## src/hw/rtl/ssra_pkg.sv

```systemverilog
// Shared constants, codes and request types of the swap slot allocator.
package ssra_pkg;

  localparam int NUM_SLOTS  = 1024;
  localparam int COUNT_BITS = 16;
  localparam int SLOT_W     = $clog2(NUM_SLOTS);
  localparam int REF_W      = COUNT_BITS + 1;
  localparam int CFG_W      = 11;
  localparam int OP_W       = 2;
  localparam int STAT_W     = 2;

  // The used bitmap is stored as words of WORD_BITS slots each.
  localparam int WORD_BITS  = 32;
  localparam int BIT_W      = $clog2(WORD_BITS);
  localparam int NUM_WORDS  = NUM_SLOTS / WORD_BITS;
  localparam int WADDR_W    = $clog2(NUM_WORDS);

  localparam logic [CFG_W-1:0] SLOTS_RESET = CFG_W'(1024);

  localparam logic [OP_W-1:0] OP_ALLOC   = 2'd0;
  localparam logic [OP_W-1:0] OP_SHARE   = 2'd1;
  localparam logic [OP_W-1:0] OP_RELEASE = 2'd2;
  localparam logic [OP_W-1:0] OP_PEEK    = 2'd3;

  localparam logic [STAT_W-1:0] STAT_OK       = 2'd0;
  localparam logic [STAT_W-1:0] STAT_FULL     = 2'd1;
  localparam logic [STAT_W-1:0] STAT_FREE_REL = 2'd2;
  localparam logic [STAT_W-1:0] STAT_SAT      = 2'd3;

  typedef struct packed {
    logic               en;
    logic [WADDR_W-1:0] addr;
  } bm_rd_t;

  typedef struct packed {
    logic                 en;
    logic [WADDR_W-1:0]   addr;
    logic [WORD_BITS-1:0] data;
  } bm_wr_t;

  typedef struct packed {
    logic                  rd_en;
    logic                  wr_en;
    logic [SLOT_W-1:0]     addr;
    logic [COUNT_BITS-1:0] data;
  } rc_req_t;

endpackage

```

## src/hw/rtl/ssra_bitmap.sv

```systemverilog
// Used-slot bitmap memory with per-word valid bits and a full-word summary.
module ssra_bitmap import ssra_pkg::*; (
  input  logic                 clk_i,
  input  logic                 rst_ni,
  input  bm_rd_t               rd_i,
  input  bm_wr_t               wr_i,
  output logic [WORD_BITS-1:0] rd_data_o,
  output logic [WADDR_W-1:0]   free_word_o,
  output logic                 any_free_o
);

  logic [WORD_BITS-1:0] mem_q [NUM_WORDS];
  logic [WORD_BITS-1:0] rd_data_q;
  logic                 rd_vld_q;
  logic [NUM_WORDS-1:0] vld_q;
  logic [NUM_WORDS-1:0] full_q;

  always_ff @(posedge clk_i) begin
    if (wr_i.en) begin
      mem_q[wr_i.addr] <= wr_i.data;
    end
    if (rd_i.en) begin
      rd_data_q <= mem_q[rd_i.addr];
    end
  end

  // A word never written since reset reads as all free.
  always_ff @(posedge clk_i or negedge rst_ni) begin
    if (!rst_ni) begin
      rd_vld_q <= 1'b0;
      vld_q    <= '0;
      full_q   <= '0;
    end else begin
      if (rd_i.en) begin
        rd_vld_q <= vld_q[rd_i.addr];
      end
      if (wr_i.en) begin
        vld_q[wr_i.addr]  <= 1'b1;
        full_q[wr_i.addr] <= &wr_i.data;
      end
    end
  end

  assign rd_data_o  = rd_vld_q ? rd_data_q : '0;
  assign any_free_o = ~&full_q;

  always_comb begin
    free_word_o = '0;
    for (int i = NUM_WORDS - 1; i >= 0; i--) begin
      if (!full_q[i]) free_word_o = WADDR_W'(i);
    end
  end

endmodule

```

## config.mk

```make
export PLATFORM = sky130hd
export DESIGN_NAME = ssra_bitmap
export DESIGN_NICKNAME = d
export VERILOG_FILES = /design/src/hw/rtl/ssra_pkg.sv /design/src/hw/rtl/ssra_bitmap.sv
export SDC_FILE = /design/constraint.sdc
export NUM_CORES = 1
export LEC_CHECK = 0
export ABC_CLOCK_PERIOD_IN_PS = 3400
export BUFFER_PORTS_ARGS = -buffer_cell sky130_fd_sc_hd__buf_2
export CAP_MARGIN = 20
export CORE_ASPECT_RATIO = 0.6
export CORE_MARGIN = 5
export CORE_UTILIZATION = 38
export DETAILED_ROUTE_END_ITERATION = 16
export PLACE_DENSITY = 0.61
export SYNTH_ARGS = -nofsm -noshare
export SYNTH_HDL_FRONTEND = slang
export SYNTH_SLANG_ARGS = --single-unit
```

## constraint.sdc

```tcl
create_clock -name clk_i -period 3.4 [get_ports clk_i]
set_input_delay 1.02 -clock clk_i [delete_from_list [all_inputs] [get_ports clk_i]]
set_output_delay 1.02 -clock clk_i [all_outputs]
set_load 0.005 [all_outputs]
```

==> flow_metrics.env <==
export IMPL_ioPinCount=84
export IMPL_vias=20600
export IMPL_clkSinkCount=1121
export IMPL_outcome="complete, no violations"
export IMPL_synth_compound_area_share_pct=0.385
export IMPL_cts_setup_buffers=0
export IMPL_synthAdderAreaFrac_pct=0
export IMPL_grt_antenna_before_repair=8
export IMPL_critPathMaxFanout=4
export IMPL_cts_tree="yes"
export IMPL_synth_top_family_by_area="multiplexers"
export IMPL_wire_per_inst_um=30.7
export IMPL_setup_violations=0
export IMPL_synth_xor_area_share_pct=0
export IMPL_peakVddDrop_mv=0.398
export IMPL_synth_edf_count=1056
export IMPL_ys_seq_area_share_pct=77.7
export IMPL_yosysMostFrequentCell="edfxtp_1"
export IMPL_cts_buffers_inserted=97
export IMPL_pwr_share_seq_pct=54.3
export IMPL_r2r_end="rd_data_q[27]"
export IMPL_hold_buffers=0
export IMPL_skew_ps=17.4
export IMPL_gp_congestion=0.785
export IMPL_fillers=9189
export IMPL_wirelength_mm=112
export IMPL_r2r_start="mem_q[26][27]"
export IMPL_cts_htree_levels=3
export IMPL_maxSlewViolCount=0
export IMPL_powerDensity_nw_per_um2=567
export IMPL_synth_area_leaders="edfxtp_1 (74%), mux4_2 (17%), dfrtp_1 (3.8%)"
export IMPL_ys_seq_elements=1121
export IMPL_rsz0062_at_grt="no"
export IMPL_hpwl_mm=64.2
export IMPL_fmaxAchievable_ghz=0.310
export IMPL_grt_remaining_overflow=0
export IMPL_worst_slew_pin_transition_ps=832
export IMPL_ys_top_cells_by_count="edfxtp_1 (1056), mux4_2 (329), dfrtp_1 (65)"
export IMPL_r2r_setup_slack_ps=1460
export IMPL_post_cts_resize_count=0
export IMPL_p_leak_nw=16.1
export IMPL_cts_root_buffer="clkbuf_16"
export IMPL_p_int_w=0.0226
export IMPL_pre_cts_ws_ps=157
export IMPL_grt_use_total_pct=18.6
export IMPL_slowest_delay_ps=430
export IMPL_first_iter_violations=2643
export IMPL_ys_warn_count=0
export IMPL_syn_avg_cell_area_um2=23.9
export IMPL_start_util_pct=38.3
export IMPL_layout_drive_gt1_share_pct=40.0
export IMPL_final_antenna_net_count=0
export IMPL_grt_pass1_wl_mm=159
export IMPL_finish_utilization_pct=45.0
export IMPL_syn_nets=1842
export IMPL_placed_cells=3472
export IMPL_synth_largest_area_cell="edfxtp_1"
export IMPL_worst_r2r_path_depth=3
export IMPL_clk_pin_slew_ps=70
export IMPL_area_growth_pct=17.5
export IMPL_rows=95
export IMPL_synth_cells=1796
export IMPL_worst_setup_path_start_kind="flop"
export IMPL_pwr_share_clk_pct=39.7
export IMPL_core_um2=112000
export IMPL_via_per_inst=5.64
export IMPL_path_cells="nand2_1 -> a31oi_1 -> o211ai_1 -> a311oi_1 -> or3_1 -> a21oi_1 -> buf_2"
export IMPL_synth_main_ff_cell="edfxtp_1"
export IMPL_drv_cap=0
export IMPL_hp_class="in2async"
export IMPL_switching_share_pct=21.1
export IMPL_crit_arrival_ps=2210
export IMPL_finalHoldViolCount=0
export IMPL_muxShareOfSynthArea_pct=19.0
export IMPL_critical_path_required_ps=2380
export IMPL_grt_pass1_vias=21000
export IMPL_die_x_um=444
export IMPL_drc=0
export IMPL_crit_type="reg2out"
export IMPL_portBuffers=83
export IMPL_dieArea_um2=120000
export IMPL_final_nets=2114
export IMPL_ys_types=34
export IMPL_grt_max_degree=67
export IMPL_crit_slowest_cell="dfrtp_1"
export IMPL_first_pass_iters=5
export IMPL_synth_top_area_share_pct=73.9
export IMPL_synthArstFlopShare_pct=5.80
export IMPL_instances_no_fill=3655
export IMPL_post_route_period_util_pct=94.9
export IMPL_cts_buffer_depth=3
export IMPL_synth_simple_area_share_pct=2.01
export IMPL_syn_area_um2=42900
export IMPL_finalCriticalPeriod_ps=3230
export IMPL_crit_path_end_kind="primary output"
export IMPL_slew_headroom_pct=44.4
export IMPL_combPwrFrac_pct=6.1
export IMPL_die_h_um=270
export IMPL_switchingPower_w=0.00603
export IMPL_worstSkewPairLatency_ps=700
export IMPL_setup_ws_ps=174
[kinds of logic after synthesis]
group                  after synthesis
DFF                               1121
muxes                              394
and+or+nand+nor                    161
buffers and inverters               92
AOI/OAI and AO/OA                   28
[area by class of cell]
cell class              instances  area [um2]  area share, %
flip-flops and latches       1121       33300           66.1
multi-input cells             583        9420           18.7
repair buffers                258        2540           5.04
clock buffers                 115        2540           5.03
well taps                    1503        1880           3.73
clock inverters                63         692           1.37
inverters                       7        26.3         0.0521
diodes                          5        12.5         0.0248
[worst max-delay path: cells and delay by family, from the launching register on]
family | cells | cell delay [ps]
AND/OR/NAND/NOR | 2 | 420
buffers and inverters | 1 | 140
flip-flops | 1 | 430
AO/OA/AOI/OAI | 4 | 520
[flip-flops by register name, indices dropped and copies added, names as in the netlist]
| signal | count |
|---|---|
| full_q | 32 |
| mem_q | 1024 |
| rd_data_q | 32 |
| rd_vld_q | 1 |
| vld_q | 32 |
[how the worst max path moves through the flow]
stage | startpoint | end | slack, ps | cells past startpoint
3_3_place_gp | rd_i[0] | rd_data_q[25] | 170 | 5
4_1_cts | full_q[30] | free_word_o[0] | 5 | 7
3_5_place_dp | rd_i[0] | rd_data_q[25] | 160 | 5
6_report | full_q[31] | free_word_o[1] | 170 | 7
2_1_floorplan | wr_i[32] | full_q[12] | -260 | 4
5_1_grt | full_q[31] | any_free_o | 60 | 5
[per-layer routing]
metal | share of wire [%] | track usage, % | vias to the layer above
met4 | 1.9 | 4.05 | 4
met5 | 0.024 | 0 | -
li1 | - | - | 8214
met3 | 8.4 | 4.04 | 162
met2 | 47 | 28.4 | 941
met1 | 43 | 27.6 | 11300
[metrics by stage]
stage / hold WS, ps / area (um2) / power [W] / TNS, ps
5_1_grt: 355 / 50400 / 0.0296 / 0
3_5_place_dp: 450 / 47200 / 0.0176 / 0
3_3_place_gp: 447 / 47200 / 0.0175 / 0
4_1_cts: 307 / 50400 / 0.0289 / 0
6_report: 336 / 50500 / 0.0286 / 0
2_1_floorplan: 434 / 42900 / 0.0167 / -32200
[layout by cell type, fill, tap and decap left out, types with 3 or more instances in the layout]
master | synthesis | layout
bufinv_16 | 0 | 13
mux2i_1 | 4 | 4
mux2_2 | 61 | 61
clkinv_1 | 0 | 20
edfxtp_1 | 1056 | 1056
clkinvlp_4 | 0 | 4
buf_4 | 6 | 114
buf_12 | 0 | 63
o21ai_0 | 11 | 9
or3_1 | 3 | 3
nor2_1 | 40 | 8
a21oi_1 | 10 | 10
dfrtp_1 | 65 | 64
nand2_1 | 20 | 20
inv_1 | 7 | 7
clkinv_4 | 0 | 3
clkbuf_16 | 0 | 99
mux4_2 | 329 | 329
nor2_4 | 0 | 32
nand3_1 | 5 | 5
nand3b_1 | 5 | 5
buf_2 | 24 | 79
nand4_1 | 13 | 13
clkinv_2 | 0 | 14
inv_6 | 0 | 3
or2_2 | 32 | 32
clkbuf_1 | 41 | 16
and2_1 | 32 | 32
diode_2 | 0 | 5
[power groups by stage]
stage	registers, W	logic [W]	clock network, W
after floorplan	0.0157	0.000950	0
after global placement	0.0158	0.00173	0
after detailed placement	0.0158	0.00176	0
after CTS	0.0155	0.00177	0.0116
after global routing	0.0155	0.00186	0.0122
final	0.0155	0.00173	0.0114
No activity file was read; power rests on OpenSTA's default activity.
